[config.mk]
export PLATFORM = sky130hd
export DESIGN_NAME = button_mouse_motion_generator_top
export DESIGN_NICKNAME = d
export VERILOG_FILES = /design/src/rtl/bmm_pkg.sv /design/src/rtl/bmm_lane.sv /design/src/rtl/bmm_circle.sv /design/src/rtl/bmm_out_fifo.sv /design/src/rtl/button_mouse_motion_generator_top.sv
export SDC_FILE = /design/constraint.sdc
export NUM_CORES = 2
export LEC_CHECK = 0
export BUFFER_PORTS_ARGS = -buffer_cell sky130_fd_sc_hd__buf_4
export CAP_MARGIN = 40
export CORE_MARGIN = 3
export CORE_UTILIZATION = 65
export CTS_CLUSTER_DIAMETER = 120
export DETAILED_ROUTE_END_ITERATION = 12
export GPL_ROUTABILITY_DRIVEN = 0
export PLACE_DENSITY_LB_ADDON = 0.12
export SLEW_MARGIN = 10
export SYNTH_ARGS = -nofsm -noshare
export SYNTH_HDL_FRONTEND = slang
export SYNTH_SLANG_ARGS = --single-unit
[constraint.sdc]
create_clock -name clk -period 9.45 [get_ports clk]
set_clock_uncertainty 0.1 [all_clocks]
set_input_delay 0.945 -clock clk [delete_from_list [all_inputs] [get_ports clk]]
set_output_delay 0.945 -clock clk [all_outputs]
set_load 0.005 [all_outputs]
[src/rtl/bmm_pkg.sv]
`timescale 1ns / 1ps
`default_nettype none

package bmm_pkg;

  // Field and register widths
  localparam int unsigned TIME_W  = 32;
  localparam int unsigned CFG_W   = 16;
  localparam int unsigned STEP_W  = 6;
  localparam int unsigned DELTA_W = 7;
  localparam int unsigned IDX_W   = 3;
  localparam int unsigned ANGLE_W = 23;
  localparam int unsigned TRIG_W  = 3;

  // Direction lanes: up, down, left, right
  localparam int unsigned NUM_LANES = 4;
  localparam int unsigned LANE_UP    = 0;
  localparam int unsigned LANE_DOWN  = 1;
  localparam int unsigned LANE_LEFT  = 2;
  localparam int unsigned LANE_RIGHT = 3;

  // Output queue
  localparam int unsigned FIFO_DEPTH = 4;
  localparam int unsigned FIFO_AW    = $clog2(FIFO_DEPTH);
  localparam int unsigned FIFO_CW    = $clog2(FIFO_DEPTH + 1);

  // Configuration register indexes
  localparam logic [IDX_W-1:0] REG_REPORT_INTERVAL = 3'd0;
  localparam logic [IDX_W-1:0] REG_TOGGLE_LOCKOUT  = 3'd1;
  localparam logic [IDX_W-1:0] REG_SLOW_AFTER      = 3'd2;
  localparam logic [IDX_W-1:0] REG_MEDIUM_AFTER    = 3'd3;
  localparam logic [IDX_W-1:0] REG_FAST_AFTER      = 3'd4;
  localparam logic [IDX_W-1:0] REG_SLOW_STEP       = 3'd5;
  localparam logic [IDX_W-1:0] REG_MEDIUM_STEP     = 3'd6;
  localparam logic [IDX_W-1:0] REG_FAST_STEP       = 3'd7;

  // Reset values of the registers
  localparam logic [CFG_W-1:0]  RST_REPORT_INTERVAL = 16'd10;
  localparam logic [CFG_W-1:0]  RST_TOGGLE_LOCKOUT  = 16'd300;
  localparam logic [CFG_W-1:0]  RST_SLOW_AFTER      = 16'd100;
  localparam logic [CFG_W-1:0]  RST_MEDIUM_AFTER    = 16'd500;
  localparam logic [CFG_W-1:0]  RST_FAST_AFTER      = 16'd1000;
  localparam logic [STEP_W-1:0] RST_SLOW_STEP       = 6'd1;
  localparam logic [STEP_W-1:0] RST_MEDIUM_STEP     = 6'd3;
  localparam logic [STEP_W-1:0] RST_FAST_STEP       = 6'd5;

  // Circle angle, unsigned Q3.20: 0.1 rad step, wrap at 6.28318 rad
  localparam logic [ANGLE_W-1:0] ANGLE_STEP = 23'd104858;
  localparam logic [ANGLE_W-1:0] ANGLE_WRAP = 23'd6588392;

  // Hold-time thresholds and step sizes shared by all lanes
  typedef struct packed {
    logic [CFG_W-1:0]  slow_after;
    logic [CFG_W-1:0]  medium_after;
    logic [CFG_W-1:0]  fast_after;
    logic [STEP_W-1:0] slow_step;
    logic [STEP_W-1:0] medium_step;
    logic [STEP_W-1:0] fast_step;
  } lane_cfg_t;

  // One motion report
  typedef struct packed {
    logic signed [DELTA_W-1:0] delta_x;
    logic signed [DELTA_W-1:0] delta_y;
    logic                      mode_led;
  } report_t;

endpackage

`default_nettype wire

[src/rtl/bmm_lane.sv]
`timescale 1ns / 1ps
`default_nettype none

// One direction button: press tracking, hold time, step selection.
module bmm_lane (
  input  wire logic                              clk,
  input  wire logic                              rst,
  input  wire logic                              track,
  input  wire logic                              pressed,
  input  wire logic [bmm_pkg::TIME_W-1:0]        now_ms,
  input  wire bmm_pkg::lane_cfg_t                cfg,
  output logic      [bmm_pkg::STEP_W-1:0]        step
);

  logic                         held;
  logic [bmm_pkg::TIME_W-1:0]   start;
  logic                         active;
  logic [bmm_pkg::TIME_W-1:0]   hold_time;
  logic [bmm_pkg::STEP_W-1:0]   step_next;

  // Press state, updated only on reporting polls in button mode
  always_ff @(posedge clk) begin
    if (rst) begin
      held  <= 1'b0;
      start <= '0;
    end else if (track) begin
      if (pressed) begin
        if (!held) begin
          held  <= 1'b1;
          start <= now_ms;
        end
      end else begin
        held  <= 1'b0;
        start <= '0;
      end
    end
  end

  // Stage 1: hold time as of this poll (zero on a new press)
  always_ff @(posedge clk) begin
    active    <= pressed;
    hold_time <= (pressed && held) ? (now_ms - start) : '0;
  end

  // Stage 2: threshold compare picks the step
  always_comb begin
    step_next = '0;
    if (active) begin
      if (hold_time > {16'd0, cfg.fast_after}) begin
        step_next = cfg.fast_step;
      end else if (hold_time > {16'd0, cfg.medium_after}) begin
        step_next = cfg.medium_step;
      end else if (hold_time > {16'd0, cfg.slow_after}) begin
        step_next = cfg.slow_step;
      end
    end
  end

  always_ff @(posedge clk) begin
    step <= step_next;
  end

endmodule

`default_nettype wire

[src/rtl/bmm_circle.sv]
`timescale 1ns / 1ps
`default_nettype none

// Circle angle accumulator and 3*cos / 3*sin breakpoint lookup.
module bmm_circle (
  input  wire logic                                   clk,
  input  wire logic                                   rst,
  input  wire logic                                   advance,
  output logic signed [bmm_pkg::TRIG_W-1:0]           cos_val,
  output logic signed [bmm_pkg::TRIG_W-1:0]           sin_val
);

  logic [bmm_pkg::ANGLE_W-1:0] angle;
  logic [bmm_pkg::ANGLE_W-1:0] angle_inc;
  logic [bmm_pkg::ANGLE_W-1:0] angle_next;
  logic [bmm_pkg::ANGLE_W-1:0] angle_q;

  function automatic logic signed [bmm_pkg::TRIG_W-1:0] cos3(
    input logic [bmm_pkg::ANGLE_W-1:0] a
  );
    logic signed [bmm_pkg::TRIG_W-1:0] r;
    if (a == '0) r = 3'sd3;
    else if (a <= 23'd881924 || a >= 23'd5706473) r = 3'sd2;
    else if (a <= 23'd1290754 || a >= 23'd5297643) r = 3'sd1;
    else if (a >= 23'd2412275 && a <= 23'd4176123) r = -3'sd2;
    else if (a >= 23'd2003445 && a <= 23'd4584953) r = -3'sd1;
    else r = 3'sd0;
    return r;
  endfunction

  function automatic logic signed [bmm_pkg::TRIG_W-1:0] sin3(
    input logic [bmm_pkg::ANGLE_W-1:0] a
  );
    logic signed [bmm_pkg::TRIG_W-1:0] r;
    if (a >= 23'd765175 && a <= 23'd2529023) r = 3'sd2;
    else if (a >= 23'd356345 && a <= 23'd2937853) r = 3'sd1;
    else if (a >= 23'd4059374 && a <= 23'd5823222) r = -3'sd2;
    else if (a >= 23'd3650544 && a <= 23'd6232052) r = -3'sd1;
    else r = 3'sd0;
    return r;
  endfunction

  // Step by 0.1 rad and wrap once past 2*pi
  always_comb begin
    angle_inc  = angle + bmm_pkg::ANGLE_STEP;
    angle_next = (angle_inc > bmm_pkg::ANGLE_WRAP) ? (angle_inc - bmm_pkg::ANGLE_WRAP)
                                                    : angle_inc;
  end

  always_ff @(posedge clk) begin
    if (rst) begin
      angle <= '0;
    end else if (advance) begin
      angle <= angle_next;
    end
  end

  // Stage 1: angle for this poll; stage 2: breakpoint lookup
  always_ff @(posedge clk) begin
    angle_q <= angle_next;
    cos_val <= cos3(angle_q);
    sin_val <= sin3(angle_q);
  end

endmodule

`default_nettype wire

[src/rtl/bmm_out_fifo.sv]
`timescale 1ns / 1ps
`default_nettype none

// Small output queue of finished reports.
module bmm_out_fifo (
  input  wire logic                              clk,
  input  wire logic                              rst,
  input  wire logic                              push,
  input  wire bmm_pkg::report_t                  push_data,
  input  wire logic                              pop,
  output bmm_pkg::report_t                       head,
  output logic      [bmm_pkg::FIFO_CW-1:0]       count
);

  bmm_pkg::report_t               entries [bmm_pkg::FIFO_DEPTH];
  logic [bmm_pkg::FIFO_AW-1:0]    wr_ptr;
  logic [bmm_pkg::FIFO_AW-1:0]    rd_ptr;
  logic [bmm_pkg::FIFO_CW-1:0]    count_next;

  // Storage
  always_ff @(posedge clk) begin
    if (push) begin
      entries[wr_ptr] <= push_data;
    end
  end

  assign head = entries[rd_ptr];

  // Pointers and fill level
  always_comb begin
    count_next = count;
    if (push && !pop) begin
      count_next = count + 1'b1;
    end else if (pop && !push) begin
      count_next = count - 1'b1;
    end
  end

  always_ff @(posedge clk) begin
    if (rst) begin
      wr_ptr <= '0;
      rd_ptr <= '0;
      count  <= '0;
    end else begin
      if (push) wr_ptr <= wr_ptr + 1'b1;
      if (pop)  rd_ptr <= rd_ptr + 1'b1;
      count <= count_next;
    end
  end

endmodule

`default_nettype wire

[src/rtl/button_mouse_motion_generator_top.sv]
// A reporting poll's result is ready to transfer once it has been written into the output queue.
// Throughput: one poll per cycle; report timing, mode toggle and press state settle
// in the accept cycle, four direction lanes and the circle unit then run 2 stages.
// Input stalls only when 4 results are queued or in flight (4-entry output queue).
// Reset (rst, synchronous, active high) loads register defaults, clears press
// tracking, circle mode, angle, report and toggle stamps, and empties the queue.
`timescale 1ns / 1ps
`default_nettype none

module button_mouse_motion_generator_top (
  input  wire logic                                  clk,
  input  wire logic                                  rst,
  // Configuration
  input  wire logic                                  cfg_write,
  input  wire logic        [bmm_pkg::IDX_W-1:0]      cfg_index,
  input  wire logic        [bmm_pkg::CFG_W-1:0]      cfg_data,
  // Poll input
  input  wire logic                                  in_valid,
  output logic                                       in_stall,
  input  wire logic        [bmm_pkg::TIME_W-1:0]     now_ms,
  input  wire logic                                  up_level,
  input  wire logic                                  down_level,
  input  wire logic                                  left_level,
  input  wire logic                                  right_level,
  input  wire logic                                  mode_level,
  // Report output
  output logic                                       out_valid,
  input  wire logic                                  out_stall,
  output logic signed      [bmm_pkg::DELTA_W-1:0]    delta_x,
  output logic signed      [bmm_pkg::DELTA_W-1:0]    delta_y,
  output logic                                       mode_led
);

  // Configuration registers
  logic [bmm_pkg::CFG_W-1:0] report_interval;
  logic [bmm_pkg::CFG_W-1:0] toggle_lockout;
  bmm_pkg::lane_cfg_t        lane_cfg;

  always_ff @(posedge clk) begin
    if (rst) begin
      report_interval       <= bmm_pkg::RST_REPORT_INTERVAL;
      toggle_lockout        <= bmm_pkg::RST_TOGGLE_LOCKOUT;
      lane_cfg.slow_after   <= bmm_pkg::RST_SLOW_AFTER;
      lane_cfg.medium_after <= bmm_pkg::RST_MEDIUM_AFTER;
      lane_cfg.fast_after   <= bmm_pkg::RST_FAST_AFTER;
      lane_cfg.slow_step    <= bmm_pkg::RST_SLOW_STEP;
      lane_cfg.medium_step  <= bmm_pkg::RST_MEDIUM_STEP;
      lane_cfg.fast_step    <= bmm_pkg::RST_FAST_STEP;
    end else if (cfg_write) begin
      case (cfg_index)
        bmm_pkg::REG_REPORT_INTERVAL: report_interval       <= cfg_data;
        bmm_pkg::REG_TOGGLE_LOCKOUT:  toggle_lockout        <= cfg_data;
        bmm_pkg::REG_SLOW_AFTER:      lane_cfg.slow_after   <= cfg_data;
        bmm_pkg::REG_MEDIUM_AFTER:    lane_cfg.medium_after <= cfg_data;
        bmm_pkg::REG_FAST_AFTER:      lane_cfg.fast_after   <= cfg_data;
        bmm_pkg::REG_SLOW_STEP:       lane_cfg.slow_step    <= cfg_data[bmm_pkg::STEP_W-1:0];
        bmm_pkg::REG_MEDIUM_STEP:     lane_cfg.medium_step  <= cfg_data[bmm_pkg::STEP_W-1:0];
        bmm_pkg::REG_FAST_STEP:       lane_cfg.fast_step    <= cfg_data[bmm_pkg::STEP_W-1:0];
        default: ;
      endcase
    end
  end

  // Poll transfer and report timing
  logic                         in_xfer;
  logic                         report_go;
  logic                         toggle;
  logic                         circle;
  logic                         circle_next;
  logic                         prev_mode;
  logic [bmm_pkg::TIME_W-1:0]   report_start;
  logic [bmm_pkg::TIME_W-1:0]   last_toggle;
  logic [bmm_pkg::TIME_W-1:0]   since_report;
  logic [bmm_pkg::TIME_W-1:0]   since_toggle;

  assign in_xfer      = in_valid && !in_stall;
  assign since_report = now_ms - report_start;
  assign since_toggle = now_ms - last_toggle;
  assign report_go    = in_xfer && (since_report >= {16'd0, report_interval});
  assign toggle       = report_go && !mode_level && prev_mode &&
                        (since_toggle > {16'd0, toggle_lockout});
  assign circle_next  = circle ^ toggle;

  always_ff @(posedge clk) begin
    if (rst) begin
      report_start <= '0;
      last_toggle  <= '0;
      prev_mode    <= 1'b1;
      circle       <= 1'b0;
    end else if (report_go) begin
      report_start <= report_start + {16'd0, report_interval};
      prev_mode    <= mode_level;
      circle       <= circle_next;
      if (toggle) last_toggle <= now_ms;
    end
  end

  // Direction lanes
  logic                         lane_track;
  logic [bmm_pkg::NUM_LANES-1:0] lane_pressed;
  logic [bmm_pkg::STEP_W-1:0]   lane_step [bmm_pkg::NUM_LANES];

  assign lane_track = report_go && !circle_next;
  assign lane_pressed[bmm_pkg::LANE_UP]    = !up_level;
  assign lane_pressed[bmm_pkg::LANE_DOWN]  = !down_level;
  assign lane_pressed[bmm_pkg::LANE_LEFT]  = !left_level;
  assign lane_pressed[bmm_pkg::LANE_RIGHT] = !right_level;

  for (genvar g = 0; g < bmm_pkg::NUM_LANES; g++) begin : g_lane
    bmm_lane u_lane (
      .clk     (clk),
      .rst     (rst),
      .track   (lane_track),
      .pressed (lane_pressed[g]),
      .now_ms  (now_ms),
      .cfg     (lane_cfg),
      .step    (lane_step[g])
    );
  end

  // Circle unit
  logic signed [bmm_pkg::TRIG_W-1:0] cos_val;
  logic signed [bmm_pkg::TRIG_W-1:0] sin_val;

  bmm_circle u_circle (
    .clk     (clk),
    .rst     (rst),
    .advance (report_go && circle_next),
    .cos_val (cos_val),
    .sin_val (sin_val)
  );

  // Stage tracking
  logic valid1;
  logic valid2;
  logic circ1;
  logic circ2;

  always_ff @(posedge clk) begin
    if (rst) begin
      valid1 <= 1'b0;
      valid2 <= 1'b0;
    end else begin
      valid1 <= report_go;
      valid2 <= valid1;
    end
  end

  always_ff @(posedge clk) begin
    circ1 <= circle_next;
    circ2 <= circ1;
  end

  // Merge: lane differences or circle values
  bmm_pkg::report_t merged;
  logic signed [bmm_pkg::DELTA_W-1:0] lane_dx;
  logic signed [bmm_pkg::DELTA_W-1:0] lane_dy;

  always_comb begin
    lane_dx = $signed({1'b0, lane_step[bmm_pkg::LANE_RIGHT]}) -
              $signed({1'b0, lane_step[bmm_pkg::LANE_LEFT]});
    lane_dy = $signed({1'b0, lane_step[bmm_pkg::LANE_DOWN]}) -
              $signed({1'b0, lane_step[bmm_pkg::LANE_UP]});
    merged.mode_led = circ2;
    if (circ2) begin
      merged.delta_x = {{(bmm_pkg::DELTA_W-bmm_pkg::TRIG_W){cos_val[bmm_pkg::TRIG_W-1]}},
                        cos_val};
      merged.delta_y = {{(bmm_pkg::DELTA_W-bmm_pkg::TRIG_W){sin_val[bmm_pkg::TRIG_W-1]}},
                        sin_val};
    end else begin
      merged.delta_x = lane_dx;
      merged.delta_y = lane_dy;
    end
  end

  // Output queue
  bmm_pkg::report_t              head;
  logic [bmm_pkg::FIFO_CW-1:0]   fifo_count;
  logic                          out_xfer;
  logic [bmm_pkg::FIFO_CW:0]     occupancy;

  assign out_valid = (fifo_count != '0);
  assign out_xfer  = out_valid && !out_stall;

  bmm_out_fifo u_fifo (
    .clk       (clk),
    .rst       (rst),
    .push      (valid2),
    .push_data (merged),
    .pop       (out_xfer),
    .head      (head),
    .count     (fifo_count)
  );

  assign delta_x  = head.delta_x;
  assign delta_y  = head.delta_y;
  assign mode_led = head.mode_led;

  // Hold input while the queue could overflow with what is in flight
  assign occupancy = {1'b0, fifo_count} + {{bmm_pkg::FIFO_CW{1'b0}}, valid1} +
                     {{bmm_pkg::FIFO_CW{1'b0}}, valid2};
  assign in_stall  = (occupancy >= (bmm_pkg::FIFO_CW + 1)'(bmm_pkg::FIFO_DEPTH));

  // Checks
  a_fifo_bound: assert property (@(posedge clk) disable iff (rst)
    occupancy <= (bmm_pkg::FIFO_CW + 1)'(bmm_pkg::FIFO_DEPTH))
    else $error("output queue plus in-flight reports exceed queue depth");

  a_circle_range: assert property (@(posedge clk) disable iff (rst)
    out_valid && mode_led |-> (delta_x >= -7'sd3) && (delta_x <= 7'sd3) &&
                              (delta_y >= -7'sd3) && (delta_y <= 7'sd3))
    else $error("circle mode report outside -3..3");

  a_toggle_on_report: assert property (@(posedge clk) disable iff (rst)
    (circle != $past(circle)) |-> $past(report_go))
    else $error("circle mode changed on a poll that did not report");

  a_report_advance: assert property (@(posedge clk) disable iff (rst)
    report_go |=> valid1)
    else $error("reporting poll did not enter the pipeline");

endmodule

`default_nettype wire
==> impl_metrics.json <==
{
  "status": "completed",
  "die_x_microns": 246,
  "netlist_area_sq_um": 37300,
  "worst_slew_pin_slew_ns": 0.870,
  "cts_made_buffers": 60,
  "timing.max_slew.rel_slack_pct": 42.0,
  "finalInstanceArea_sq_um": 40900,
  "yosys-top-cells-area": "dfxtp_1 28%, ha_1 15%, edfxtp_1 4.8%",
  "post_cts_resized": 0,
  "ys_ff_latch": 575,
  "dr.pass1.iters": 7,
  "cts_max_level": 2,
  "async_flop_share_pct": 0,
  "hold_slack_ns": 0.256,
  "drive_above_1_share_pct": 6.48,
  "arrival_ns": 7.00,
  "rsz0062_at_grt": "false",
  "synth_cells": 4339,
  "core_area_sq_um": 56600,
  "placed_cell_area_sq_um": 38600,
  "dieHeight_microns": 246,
  "yosysTopAreaCell": "dfxtp_1",
  "synth_top_cell_area_share_pct": 27.6,
  "num_rows": 87,
  "die_area_sq_um": 60300,
  "grt_pass1_vias": 30300,
  "layout_common_cells": "515 x dfxtp_1, 448 x ha_1, 377 x nor2_1",
  "yosysWarnings": 0,
  "powerDensity_nw_per_um2": 206,
  "synthesis.nets": 4858,
  "antenna_found_initial": 4,
  "peakVddDrop_uv": 171,
  "fmax_ghz": 0.152,
  "final_common_cell": "dfxtp_1",
  "start_kind": "primary input",
  "synth_ff_type": "dfxtp_1",
  "fin_util_pct": 72.2,
  "yosysSeqAreaShare_pct": 32.5,
  "cts_buffer_depth": 3,
  "initial_core_util_pct": 65.9,
  "syn_area_per_cell_sq_um": 8.59,
  "clock_latency_ns": 0.65,
  "leakage_uw": 0.0164,
  "postCtsSetupRepairBufs": 0,
  "hpwlAfterDp_mm": 76.4,
  "cp.required_ns": 9.88,
  "grt_pass1_wl_mm": 163,
  "synth_edf_count": 60,
  "grt.total_usage_pct": 33.3,
  "cp-end-kind": "flip-flop",
  "ant_nets": 0,
  "finalCritPeriodShare_pct": 69.6,
  "area_delta_synth_final_pct": 9.58,
  "cts_sinks": 575,
  "wl_per_cell_microns": 19.8,
  "path_class": "primary input to flip-flop",
  "hold_violations": 0,
  "grt_max_degree": 85,
  "timing.final.crit_period_ns": 6.57,
  "routed_wl_mm": 102,
  "drc": 0,
  "io_buffers": 77,
  "max-cap-violations": 0,
  "routed_via_density": 6.31,
  "grt.overflow.total": 0,
  "finalSetupViolations": 0,
  "tritoncts": "built",
  "ctsHoldBuffers": 0,
  "yosysUniqueCellTypes": 87,
  "clock-root-buffer": "clkbuf_16",
  "fin_tns_setup_ns": 0,
  "vias": 32500,
  "hold_class": "flip-flop to flip-flop",
  "final_nets": 4866,
  "final-max-slew-violation-count": 0,
  "clk_pin_slew_ns": 0.06,
  "drt_iter0_markers": 2979,
  "worstPathMaxFanout": 38,
  "io_pins": 78
}
[critical path, stage by stage]
cell and delay (ns):
buf_4 0.11, inv_1 0.22, ha_1 0.25, nor2b_1 0.07, o31a_1 0.27, o41a_1 0.39
o21ai_1 0.46, o21ai_0 0.23, a31oi_1 0.24, xnor2_1 0.09, ha_1 0.21, nor4_1 0.31
o2111a_1 0.21, and3_1 0.14, o2111ai_1 0.09, a2111oi_0 0.43, o2111ai_1 0.31, o21bai_4 0.66
buf_4 0.52, nor2_4 0.13, buf_4 0.32, mux2i_1 0.27, nor2_1 0.07
[cell usage after synthesis (all sizes together), types with 15 or more instances]
| cell | instances |
|---|---|
| o31ai | 19 |
| nor4 | 46 |
| buf | 46 |
| ha | 448 |
| nor3 | 85 |
| nand4 | 75 |
| o211ai | 26 |
| nor2 | 384 |
| clkbuf | 124 |
| nor2b | 115 |
| xor2 | 75 |
| o21bai | 31 |
| a22o | 19 |
| and3 | 29 |
| nand2 | 326 |
| a21oi | 319 |
| o21a | 87 |
| or2 | 17 |
| a211oi | 40 |
| o21ai | 197 |
| dfxtp | 515 |
| a32o | 129 |
| edfxtp | 60 |
| xnor2 | 124 |
| nand3 | 80 |
| a21o | 86 |
| nand2b | 77 |
| a31oi | 35 |
| mux2i | 60 |
| mux4 | 15 |
| or3 | 35 |
| a211o | 26 |
| inv | 359 |
| and2 | 22 |
[area by class of cell]
type / count / area, sq um
Clock inverter: 30 / 584
Antenna cell: 1 / 2.50
Fill cell: 4376 / 15700
Sequential cell: 575 / 12100
Clock buffer: 81 / 1690
Tap cell: 756 / 946
Multi-Input combinational cell: 3235 / 23200
Timing Repair Buffer: 116 / 1010
Inverter: 359 / 1350
[metal layers]
layer | vias up | GRT usage (%) | part of all wire [%]
met4 | 2 | 12.7 | 3.9
met5 | - | 0 | 0.014
met1 | 15300 | 45.5 | 44
met2 | 1273 | 53.9 | 45
li1 | 15700 | - | -
met3 | 262 | 4.23 | 7.2
[path summary, 6_finish.rpt]
path / slack [ns] / depth (start not counted) / to / from
setup reg to reg: 2.89 / 22 / last_toggle[16] / report_start[1]
hold reg to reg: 0.26 / 0 / circ2 / circ1
setup / recovery: 2.88 / 23 / last_toggle[16] / now_ms[0]
hold / removal: 0.26 / 0 / circ2 / circ1
[sequential cells by signal (all words and copies together) (netlist names), 2 cells and up, named ones only]
signal and count:
lane_cfg 66, toggle_lockout 16, u_circle.angle 22, g_lane.u_lane.active 4
u_fifo.count 3, g_lane.u_lane.start 128, report_start 32, g_lane.u_lane.step 24
u_circle.sin_val 3, u_fifo.rd_ptr 2, u_circle.angle_q 22, u_fifo.entries 60
report_interval 16, last_toggle 32, u_fifo.wr_ptr 2, g_lane.u_lane.held 4
g_lane.u_lane.hold_time 128, u_circle.cos_val 3
[power by group]
group          leakage, uW  switching (uW)  internal (uW)  total [uW]
combinational       0.0106            1630           1110        2730
clock              0.00109            1020           1670        2690
sequential         0.00473             232           2770        3000
[logic make-up after synthesis]
| group | count (synthesis) | share of synthesized area (%) |
|---|---|---|
| multiplexers | 85 | 2.82 |
| AO/OA/AOI/OAI | 1144 | 21.2 |
| adder cells (fa/ha/maj) | 458 | 15.6 |
| AND/OR/NAND/NOR | 1349 | 17.6 |
| flip-flops | 575 | 32.5 |
| XOR/XNOR | 199 | 4.67 |
| buffers and inverters | 529 | 5.64 |
[through the flow]
step	total power [uW]	std cells	worst slack, ns
floorplan	4900	4339	3.88
CTS	8390	5152	3.03
global route	8830	5153	2.30
global placement	5590	5023	2.02
finish	8420	5153	2.88
detailed placement	5700	5041	2.45
Power figures use the tool's default switching activity.
